--- src/rtl/psc_pkg.sv ---
// Shared types and constants for the PID speed controller.
// Used by the channel interfaces, the register block and the top level.
`timescale 1ns / 1ps

package psc_pkg;

  localparam int DataW  = 16;
  localparam int GainW  = 16;
  localparam int LimW   = 15;
  localparam int IdxW   = 3;
  localparam int ProdW  = 32;
  localparam int DiffW  = 17;
  localparam int DprodW = 33;
  localparam int AccW   = 33;
  localparam int IntegW = 24;
  localparam int SumW   = 35;
  localparam int FracW  = 8;
  localparam int QuotW  = SumW - FracW;

  typedef logic [IdxW-1:0] cfg_idx_t;

  localparam cfg_idx_t REG_KP_GAIN        = 3'd0;
  localparam cfg_idx_t REG_KI_GAIN        = 3'd1;
  localparam cfg_idx_t REG_KD_GAIN        = 3'd2;
  localparam cfg_idx_t REG_INTEGRAL_LIMIT = 3'd3;
  localparam cfg_idx_t REG_OUTPUT_LIMIT   = 3'd4;

  localparam logic [GainW-1:0] KP_GAIN_RESET        = 16'hE700;
  localparam logic [GainW-1:0] KI_GAIN_RESET        = 16'hFF4D;
  localparam logic [GainW-1:0] KD_GAIN_RESET        = 16'h0000;
  localparam logic [LimW-1:0]  INTEGRAL_LIMIT_RESET = 15'd1400;
  localparam logic [LimW-1:0]  OUTPUT_LIMIT_RESET   = 15'd1400;

  typedef struct packed {
    logic [GainW-1:0] kp_gain;
    logic [GainW-1:0] ki_gain;
    logic [GainW-1:0] kd_gain;
    logic [LimW-1:0]  integral_limit;
    logic [LimW-1:0]  output_limit;
  } psc_cfg_t;

endpackage

--- src/rtl/psc_in_if.sv ---
// Input channel: one word carries a measured and a target speed.
// Depends on psc_pkg for field widths.
`timescale 1ns / 1ps

interface psc_in_if;
  logic                        valid;
  logic                        ready;
  logic [psc_pkg::DataW-1:0]   measured_speed;
  logic [psc_pkg::DataW-1:0]   target_speed;

  modport source (output valid, output measured_speed, output target_speed, input ready);
  modport sink   (input valid, input measured_speed, input target_speed, output ready);
endinterface

--- src/rtl/psc_out_if.sv ---
// Output channel: one word carries a drive value.
// Depends on psc_pkg for field widths.
`timescale 1ns / 1ps

interface psc_out_if;
  logic                        valid;
  logic                        ready;
  logic [psc_pkg::DataW-1:0]   drive_value;

  modport source (output valid, output drive_value, input ready);
  modport sink   (input valid, input drive_value, output ready);
endinterface

--- src/rtl/psc_cfg_regs.sv ---
// Configuration registers of the PID speed controller: gains and limits.
// Depends on psc_pkg for the register codes, reset values and config struct.
`timescale 1ns / 1ps

module psc_cfg_regs (
  input  logic                        clk,
  input  logic                        rst,
  input  logic                        cfg_write,
  input  psc_pkg::cfg_idx_t           cfg_index,
  input  logic [psc_pkg::GainW-1:0]   cfg_data,
  output psc_pkg::psc_cfg_t           cfg
);
  import psc_pkg::*;

  always_ff @(posedge clk) begin
    if (rst) begin
      cfg.kp_gain        <= KP_GAIN_RESET;
      cfg.ki_gain        <= KI_GAIN_RESET;
      cfg.kd_gain        <= KD_GAIN_RESET;
      cfg.integral_limit <= INTEGRAL_LIMIT_RESET;
      cfg.output_limit   <= OUTPUT_LIMIT_RESET;
    end else if (cfg_write) begin
      case (cfg_index)
        REG_KP_GAIN:        cfg.kp_gain        <= cfg_data;
        REG_KI_GAIN:        cfg.ki_gain        <= cfg_data;
        REG_KD_GAIN:        cfg.kd_gain        <= cfg_data;
        REG_INTEGRAL_LIMIT: cfg.integral_limit <= cfg_data[LimW-1:0];
        REG_OUTPUT_LIMIT:   cfg.output_limit   <= cfg_data[LimW-1:0];
        default: ;
      endcase
    end
  end

endmodule

--- src/rtl/pid_speed_controller.sv ---
// PID speed controller: saturated error, P, clamped I and D terms, clamped sum.
// An accepted word passes the stage 1, 2 and 3 registers into the stage 4 drive register.
// Throughput: one word per cycle unless stalled; the integral updates once per word in stage 3.
// Each stage holds its word only while the next stage is full and stalled.
// Reset (synchronous, active high) clears the pipeline, the integral and the
// previous error, and returns gains and limits to their default values.
`timescale 1ns / 1ps

module pid_speed_controller (
  input  logic                        clk,
  input  logic                        rst,
  psc_in_if.sink                      in_ch,
  psc_out_if.source                   out_ch,
  input  logic                        cfg_write,
  input  psc_pkg::cfg_idx_t           cfg_index,
  input  logic [psc_pkg::GainW-1:0]   cfg_data
);
  import psc_pkg::*;

  psc_cfg_t cfg;

  psc_cfg_regs u_cfg (
    .clk       (clk),
    .rst       (rst),
    .cfg_write (cfg_write),
    .cfg_index (cfg_index),
    .cfg_data  (cfg_data),
    .cfg       (cfg)
  );

  logic v1, v2, v3, out_valid;
  logic rdy1, rdy2, rdy3, rdy4;

  logic signed [DataW-1:0]  meas1, targ1;
  logic signed [DataW-1:0]  previous_error;
  logic signed [ProdW-1:0]  p2, kie2;
  logic signed [DprodW-1:0] d2;
  logic signed [IntegW-1:0] integral_sum;
  logic signed [ProdW-1:0]  p3;
  logic signed [DprodW-1:0] d3;
  logic signed [IntegW-1:0] integ3;
  logic [DataW-1:0]         drive;

  logic signed [DiffW-1:0]  raw_err;
  logic signed [DataW-1:0]  err;
  logic signed [DiffW-1:0]  err_delta;
  logic signed [ProdW-1:0]  p_next, kie_next;
  logic signed [DprodW-1:0] d_next;

  logic signed [AccW-1:0]   integ_acc, integ_lim;
  logic signed [IntegW-1:0] integral_sum_next;

  logic signed [SumW-1:0]   total;
  logic signed [QuotW-1:0]  quot, out_lim, quot_clamped;

  assign rdy4 = !out_valid || out_ch.ready;
  assign rdy3 = !v3 || rdy4;
  assign rdy2 = !v2 || rdy3;
  assign rdy1 = !v1 || rdy2;

  assign in_ch.ready       = rdy1;
  assign out_ch.valid      = out_valid;
  assign out_ch.drive_value = drive;

  // stage 2: saturated error and the three products
  always_comb begin
    raw_err = {meas1[DataW-1], meas1} - {targ1[DataW-1], targ1};
    if (raw_err[DiffW-1] != raw_err[DiffW-2]) begin
      err = raw_err[DiffW-1] ? {1'b1, {(DataW-1){1'b0}}} : {1'b0, {(DataW-1){1'b1}}};
    end else begin
      err = raw_err[DataW-1:0];
    end
    err_delta = {err[DataW-1], err} - {previous_error[DataW-1], previous_error};
    p_next    = ProdW'($signed(cfg.kp_gain)) * ProdW'(err);
    kie_next  = ProdW'($signed(cfg.ki_gain)) * ProdW'(err);
    d_next    = DprodW'($signed(cfg.kd_gain)) * DprodW'(err_delta);
  end

  // stage 3: integral update with symmetric clamp
  always_comb begin
    integ_acc = {{(AccW-IntegW){integral_sum[IntegW-1]}}, integral_sum}
              + {{(AccW-ProdW){kie2[ProdW-1]}}, kie2};
    integ_lim = {{(AccW-LimW-FracW){1'b0}}, cfg.integral_limit, {FracW{1'b0}}};
    if (integ_acc > integ_lim) begin
      integral_sum_next = integ_lim[IntegW-1:0];
    end else if (integ_acc < -integ_lim) begin
      integral_sum_next = IntegW'(-integ_lim);
    end else begin
      integral_sum_next = integ_acc[IntegW-1:0];
    end
  end

  // stage 4: sum, truncate toward zero, output clamp
  always_comb begin
    total = {{(SumW-ProdW){p3[ProdW-1]}}, p3}
          + {{(SumW-IntegW){integ3[IntegW-1]}}, integ3}
          + {{(SumW-DprodW){d3[DprodW-1]}}, d3};
    quot  = total[SumW-1:FracW]
          + {{(QuotW-1){1'b0}}, total[SumW-1] && (|total[FracW-1:0])};
    out_lim = {{(QuotW-LimW){1'b0}}, cfg.output_limit};
    if (quot > out_lim) begin
      quot_clamped = out_lim;
    end else if (quot < -out_lim) begin
      quot_clamped = -out_lim;
    end else begin
      quot_clamped = quot;
    end
  end

  always_ff @(posedge clk) begin
    if (rst) begin
      v1             <= 1'b0;
      v2             <= 1'b0;
      v3             <= 1'b0;
      out_valid      <= 1'b0;
      previous_error <= '0;
      integral_sum   <= '0;
    end else begin
      if (rdy1) begin
        v1 <= in_ch.valid;
      end
      if (rdy2) begin
        v2 <= v1;
        if (v1) begin
          previous_error <= err;
        end
      end
      if (rdy3) begin
        v3 <= v2;
        if (v2) begin
          integral_sum <= integral_sum_next;
        end
      end
      if (rdy4) begin
        out_valid <= v3;
      end
    end
  end

  always_ff @(posedge clk) begin
    if (rdy1 && in_ch.valid) begin
      meas1 <= in_ch.measured_speed;
      targ1 <= in_ch.target_speed;
    end
    if (rdy2 && v1) begin
      p2   <= p_next;
      kie2 <= kie_next;
      d2   <= d_next;
    end
    if (rdy3 && v2) begin
      p3     <= p2;
      d3     <= d2;
      integ3 <= integral_sum_next;
    end
    if (rdy4 && v3) begin
      drive <= quot_clamped[DataW-1:0];
    end
  end

endmodule

--- src/flat_wrapper.sv ---
// flat-port wrapper written by rule: the top's interface ports become plain ports
module pid_speed_controller_flat import psc_pkg::*;
  (clk, rst, cfg_write, cfg_index, cfg_data, in_ch_valid, in_ch_measured_speed, in_ch_target_speed, in_ch_ready, out_ch_valid, out_ch_drive_value, out_ch_ready);
  psc_in_if in_ch_i ();
  psc_out_if out_ch_i ();
  input  logic clk;
  input  logic rst;
  input  logic cfg_write;
  input  psc_pkg::cfg_idx_t cfg_index;
  input  logic [psc_pkg::GainW-1:0] cfg_data;
  input wire logic [$bits(in_ch_i.valid)-1:0] in_ch_valid;
  input wire logic [$bits(in_ch_i.measured_speed)-1:0] in_ch_measured_speed;
  input wire logic [$bits(in_ch_i.target_speed)-1:0] in_ch_target_speed;
  output wire logic [$bits(in_ch_i.ready)-1:0] in_ch_ready;
  output wire logic [$bits(out_ch_i.valid)-1:0] out_ch_valid;
  output wire logic [$bits(out_ch_i.drive_value)-1:0] out_ch_drive_value;
  input wire logic [$bits(out_ch_i.ready)-1:0] out_ch_ready;
  assign in_ch_i.valid = in_ch_valid;
  assign in_ch_i.measured_speed = in_ch_measured_speed;
  assign in_ch_i.target_speed = in_ch_target_speed;
  assign in_ch_ready = in_ch_i.ready;
  assign out_ch_valid = out_ch_i.valid;
  assign out_ch_drive_value = out_ch_i.drive_value;
  assign out_ch_i.ready = out_ch_ready;
  pid_speed_controller u_core (.clk(clk), .rst(rst), .in_ch(in_ch_i), .out_ch(out_ch_i), .cfg_write(cfg_write), .cfg_index(cfg_index), .cfg_data(cfg_data));
endmodule
--- config.mk ---
export PLATFORM = sky130hd
export DESIGN_NAME = pid_speed_controller_flat
export DESIGN_NICKNAME = d
export VERILOG_FILES = /design/src/rtl/psc_pkg.sv /design/src/rtl/psc_in_if.sv /design/src/rtl/psc_out_if.sv /design/src/rtl/psc_cfg_regs.sv /design/src/rtl/pid_speed_controller.sv /design/src/flat_wrapper.sv
export SDC_FILE = /design/constraint.sdc
export NUM_CORES = 2
export LEC_CHECK = 0
export BUFFER_PORTS_ARGS = -buffer_cell sky130_fd_sc_hd__buf_2
export CORE_MARGIN = 2
export CORE_UTILIZATION = 40
export CTS_CLUSTER_SIZE = 30
export DETAILED_ROUTE_END_ITERATION = 8
export PLACE_DENSITY = 0.58
export SLEW_MARGIN = 20
export SYNTH_ARGS = -nofsm -noshare
export SYNTH_HDL_FRONTEND = slang
export SYNTH_SLANG_ARGS = --single-unit
--- constraint.sdc ---
create_clock -name clk -period 22 [get_ports clk]
set_input_delay 2.2 -clock clk [delete_from_list [all_inputs] [get_ports clk]]
set_output_delay 2.2 -clock clk [all_outputs]
set_load 0.02 [all_outputs]
**Word-level counts from Yosys, hierarchy flattened**

Cells that the tools add are included.
W data, S select, Z words.

- Register bits after elaboration: 356
- Input port bits: 56
- Output and inout bits: 18

- Add/sub/neg operators: 8
- $mul: 3
- $lt $le $gt $ge: 4
- Eq/ne operators: 5
- Muxes and demuxes: 6
- Reduce and logical (&&, ||, !) cells: 22

Operators by type and width:

| cell | number |
|---|---|
| $mul A16 B16 Y32 | 2 |
| $mux W16 | 3 |
| $mux W24 | 2 |
| $add A35 B35 Y35 | 1 |
| $sub A16 B16 Y17 | 2 |
| $add A24 B32 Y33 | 1 |
| $add A32 B24 Y33 | 1 |
| $gt A33 B24 Y1 | 1 |
| $lt A33 B33 Y1 | 1 |
| $mul A16 B17 Y33 | 1 |
| $neg A23 Y33 | 1 |
| $add A27 B1 Y27 | 1 |
| $gt A27 B16 Y1 | 1 |
| $lt A27 B27 Y1 | 1 |
| $neg A15 Y27 | 1 |
| $mux W15 | 1 |
| $reduce_and A2 Y1 | 7 |
| $reduce_or A8 Y1 | 1 |
| $eq A3 B2 Y1 const B | 2 |
| $logic_and A1 B1 Y1 | 5 |
| $logic_not A1 Y1 | 4 |
| $logic_or A1 B1 Y1 | 4 |
| $eq A3 B1 Y1 const B | 1 |
| $eq A3 B3 Y1 const B | 1 |
| other kinds (2) | 2 |

**Depth between registers and ports, before layout**

- Word-level depth: 8
- Depth in mapped cells: 60
- Depth with buffers taken out: 59

**Cells and area by module**

Synthesis repeated with hierarchy kept, for this count alone.

- Cell total of the unflattened synthesis: 5397
- Area total of the unflattened synthesis: 51884.8 sq um

Modules (own cells, without submodules):

| module | times used | cells each | area an instance (sq um) |
|---|---|---|---|
| pid_speed_controller | 1 | 5103 | 48760.5 |
| psc_cfg_regs | 1 | 294 | 3124.2 |

**Worst setup path after synthesis**

No wires, ideal clock.

- Path type: register -> register
- Start point: register u_core.meas1[0]
- End point: register u_core.d2[31], data pin
- Library setup time: 0.258 ns
- Data arrival time: 12.159 ns
- Setup slack: 9.583 ns
- Stages on the path, launching flop included: 59
- Buffers on the path: 3
- Period minus slack after synthesis: 12.417 ns
- Path through: edfxtp_1 inv_1 ha_1 inv_1 fa_1 a21o_1 a21oi_1 o21ai_0 a21oi_1 o21ai_0 a211oi_1 o21ai_0 nand2_1 o211a_1 a31o_2 buf_1 ha_1 inv_1 [... 23 more ...] fa_1 inv_1 fa_1 inv_1 ha_1 a21o_1 a21o_1 a21oi_1 nor2_1 a211oi_1 nor4b_1 o21ai_0 o41ai_1 o21ai_0 o21ai_0 nand2b_1 a21oi_1 xnor2_1

- Longest elaborated chain between the ends: 5

RTL lines:

| element | line | RTL |
|---|---|---|
| start, declared | pid_speed_controller.sv:34 | `logic signed [DataW-1:0] meas1, targ1;` |
| start signal, assigned | pid_speed_controller.sv:142 | `meas1 <= in_ch.measured_speed;` |
| $sub A16 B16 Y17 (*) | pid_speed_controller.sv:67 | `raw_err = {meas1[DataW-1], meas1} - {targ1[DataW-1], targ1};` |
| $mux W16 or $ne A1 B1 Y1 (tied branches) | pid_speed_controller.sv:69, pid_speed_controller.sv:68 |  |
| $mux W16 (*) | pid_speed_controller.sv:68 | `if (raw_err[DiffW-1] != raw_err[DiffW-2]) begin` |
| net u_core.err[1] | pid_speed_controller.sv:45 | `logic signed [DataW-1:0] err;` |
| $sub A16 B16 Y17 (*) | pid_speed_controller.sv:73 | `err_delta = {err[DataW-1], err} - {previous_error[DataW-1], previous_error};` |
| $mul A16 B17 Y33 (*) | pid_speed_controller.sv:76 | `d_next = DprodW'($signed(cfg.kd_gain)) * DprodW'(err_delta);` |
| net u_core.d_next[31] | pid_speed_controller.sv:48 | `logic signed [DprodW-1:0] d_next;` |
| end signal, assigned | pid_speed_controller.sv:148 | `d2 <= d_next;` |
| end, declared | pid_speed_controller.sv:37 | `logic signed [DprodW-1:0] d2;` |

Mark *: on every way through the listed nets, which the timed path passes. The rest lies on a longest branch.
A chain may end at the register's enable or synchronous reset.

**Worst setup path after layout**

- Start point: register u_core.meas1[1]
- End point: register u_core.d2[31], data pin

- Longest elaborated chain between the ends: 5

RTL lines:

| element | line |
|---|---|
| $sub A16 B16 Y17 (*) | pid_speed_controller.sv:67 |
| $mux W16 or $ne A1 B1 Y1 (tied branches) | pid_speed_controller.sv:69, pid_speed_controller.sv:68 |
| $mux W16 (*) | pid_speed_controller.sv:68 |
| $sub A16 B16 Y17 (*) | pid_speed_controller.sv:73 |
| $mul A16 B17 Y33 (*) | pid_speed_controller.sv:76 |
| net u_core.d_next[31] | pid_speed_controller.sv:48 |

Marks and branches as above.

==> summary.md <==
| Metric | Value |
|---|---|
| Clock Tree Buf Depth | `3` |
| Die Wd | `361.9 um` |
| Period Utilization, post-route | `68.87%` |
| Synth Area per Inst | `9.416 sq um` |
| Worst-Margin Slew | `1.101 ns` |
| Routed Antenna Nets | `0` |
| Grt ovf | `0` |
| Vias in the first global route | `38.23k` |
| Hold_buf cts | `0` |
| Most used cell, CP | `o21ai_0` |
| Critical path's slowest cell | `ha_1` |
| P&R area growth vs syn | `7.629%` |
| Synth Instances | `5441` |
| GPL Wtd Cong | `0.9147` |
| Critical path class | `register to register` |
| Slew Limit Fails | `0` |
| Synth area leaders | `fa_1 (31%), edfxtp_1 (14%), ha_1 (11%), inv_1 (7.3%), nand2_1 (5.0%)` |
| Drt drc | `0` |
| Die height | `361.9 um` |
| Initial antenna violation count | `10` |
| PostCTS Resize Cnt | `0` |
| Post-synth ARST share | `0%` |
| Final setup fails | `0` |
| Crit path DAT | `15.51 ns` |
| CTS clk-pin slew, worst paths | `0.06 ns` |
| I/O Buffers | `73` |
| Slew margin rel. | `26.51%` |
| Post-synth top area cell | `fa_1` |
| Core Rows | `131` |
| DRT Pass-1 Iters | `7` |
| Hold Fails Final Rpt | `0` |
| I/O Pins | `74` |
| Die Area | `0.1310 sq mm` |
| Setup Fix Bufs, Post-CTS | `0` |
| Worst-path maximum fanout | `35` |
| Clock root cell | `clkbuf_16` |
| CP bufs+invs | `5` |
| Gr usage total | `21.50%` |
| Core ar. | `0.1274 sq mm` |
| Vias per cell | `5.209` |
| Worst EP required | `22.36 ns` |
| Hold Crit Class | `register to register` |
| WL final | `138100 um` |
| Setup crit end kind | `register` |
| Unique masters post-synth | `98` |
| Worst setup SP type | `register` |
| Fillers | `12.40k` |
| Htree depth | `2` |
| Number of DRC markers in iteration 0 | `2616` |
| Number of enable flip-flop cells after synthesis | `234` |
| CTS Buf Count | `44` |
| Pin count of the biggest net entering global routing | `55` |
| Largest stage delay, worst path | `0.88 ns` |
| Wire per inst | `19.34 um` |
| Family with the most delay on the worst path | `compound AO/OA/AOI/OAI gates` |
| Status | `finished, final reports clean` |
| Main flop type after synthesis | `edfxtp_1` |
| Setup TNS | `0 ns` |
| First-pass GRT wire length | `219800 um` |
| Initial Util | `40.23%` |
| Clk_lat worst skew | `0.62 ns` |
| Fin Hold WS | `0.4134 ns` |
| Sequential-to-total area share from yosys stat | `18.48%` |
| Max_cap viols | `0` |
| Layout cells sized above 1 | `5.239%` |
| Yosys warns | `0` |
| Fmax | `66.00 MHz` |
| Max Clock Skew | `0.03627 ns` |
| CTS tree | `done` |
| Synthesized area | `0.05123 sq mm` |
| Unrepaired setup endpoints after global routing | `no` |
| Period minus WS final | `15.15 ns` |
| Vias | `37.21k` |
| CTS Sinks | `356` |
| Post-DP HPWL | `108200 um` |
| Nets | `6767` |
| Post-synth top area share | `31.46%` |
| Synth Register Bits | `356` |
| Syn_nets | `6765` |
==> kinds of logic (layout without fill, tap and decap cells) <==
kind of cell / Yosys count / count (layout) / share of synthesized area, %
and+or+nand+nor: 1599 / 1599 / 15.26
adders and majority gates: 1269 / 1269 / 42.78
buffers and inverters: 1188 / 1225 / 8.777
AOI/OAI and AO/OA: 735 / 735 / 9.505
DFF: 356 / 356 / 18.48
xor gates and xnor gates: 244 / 244 / 4.198
muxes: 50 / 50 / 0.9915
other: 0 / 2 / 0
==> layer usage <==
layer	share of wire (%)	track usage [%]	routed length [um]
met1	44	29.40	61200
met2	46	35.17	63960
met3	5.9	3.262	8214
met4	3.4	6.552	4737
met5	0.015	0	21
==> registers in the layout (all words and copies together), names as in the netlist <==
register                   flops
u_core.u_cfg.cfg              78
u_core.d2                     33
u_core.d3                     33
u_core.kie2                   32
u_core.p2                     32
u_core.p3                     32
u_core.integ3                 24
u_core.integral_sum           24
u_core.meas1                  16
u_core.out_ch.drive_value     16
u_core.previous_error         16
u_core.targ1                  16
u_core.out_ch.valid            1
u_core.v1                      1
u_core.v2                      1
u_core.v3                      1
==> worst reg2reg max path: cells and delay by family (launching register included) <==
kind | cells | cell delay (ns)
buffers and inverters | 5 | 0.85
and+or+nand+nor | 6 | 0.91
adders and majority gates | 10 | 4.88
AOI/OAI and AO/OA | 30 | 7.05
xor gates and xnor gates | 3 | 0.83
DFF | 1 | 0.41
==> final cells by class <==
| type | count | area [sq um] | share of cell area (%) |
|---|---|---|---|
| Sequential cell | 356 | 9470 | 17.17 |
| Timing Repair Buffer | 144 | 898.4 | 1.629 |
| Antenna cell | 2 | 5.005 | 0.009076 |
| Multi-Input combinational cell | 3897 | 37420 | 67.85 |
| Tap cell | 1662 | 2079 | 3.771 |
| Clock inverter | 28 | 339.1 | 0.6149 |
| Clock buffer | 53 | 1176 | 2.133 |
| Inverter | 1000 | 3757 | 6.814 |
==> placed cells by master (no fill, tap or decap), types with 8 or more instances in the layout <==
master,count
a211o_1,9
xor2_1,77
xnor2_1,165
nand3_1,77
and3_1,29
or3_1,9
nand4_1,28
nand2b_1,62
a21boi_0,15
dfxtp_1,121
ha_1,463
fa_1,805
buf_4,71
nor4_1,30
nor2b_1,79
edfxtp_1,234
o21a_1,51
nor2_1,185
o21ai_0,103
a21o_1,102
o211ai_1,18
clkbuf_16,45
or2_2,13
o21bai_1,29
buf_2,73
a31oi_1,24
a31o_2,8
a211oi_1,33
o31ai_1,15
nand2_1,685
nor3_1,54
mux2i_1,44
and2_1,298
a21oi_1,216
inv_1,997
a2111oi_0,9
==> path summary, 6_finish.rpt <==
kind,slack [ns],cells past startpoint,start,to
hold reg to reg,0.41,0,u_core.p2[12],u_core.p3[12]
setup / recovery,6.85,54,u_core.meas1[1],u_core.d2[31]
setup reg to reg,6.85,54,u_core.meas1[1],u_core.d2[31]
hold / removal,0.41,0,u_core.p2[12],u_core.p3[12]
==> metrics by stage <==
step           utilization (%)  cells  worst slack, ns  area (sq um)
2_1_floorplan                -   5441            9.583         51230
3_3_place_gp             42.09   7059            7.118         53610
3_5_place_dp             42.10   7059            6.795         53620
4_1_cts                  43.29   7140            6.803         55140
5_1_grt                  43.29   7140            5.512         55140
6_report                 43.30   7142            6.849         55140
==> Yosys cell counts (80+ instances only) <==
master	count
inv_1	997
fa_1	805
nand2_1	685
ha_1	463
and2_1	298
edfxtp_1	234
a21oi_1	217
nor2_1	188
clkbuf_1	168
xnor2_1	165
dfxtp_1	122
o21ai_0	105
a21o_1	102
nor2b_1	80
Power is not shown: default switching activity piles up to over one toggle a cycle in this logic, so the estimate is an artifact.
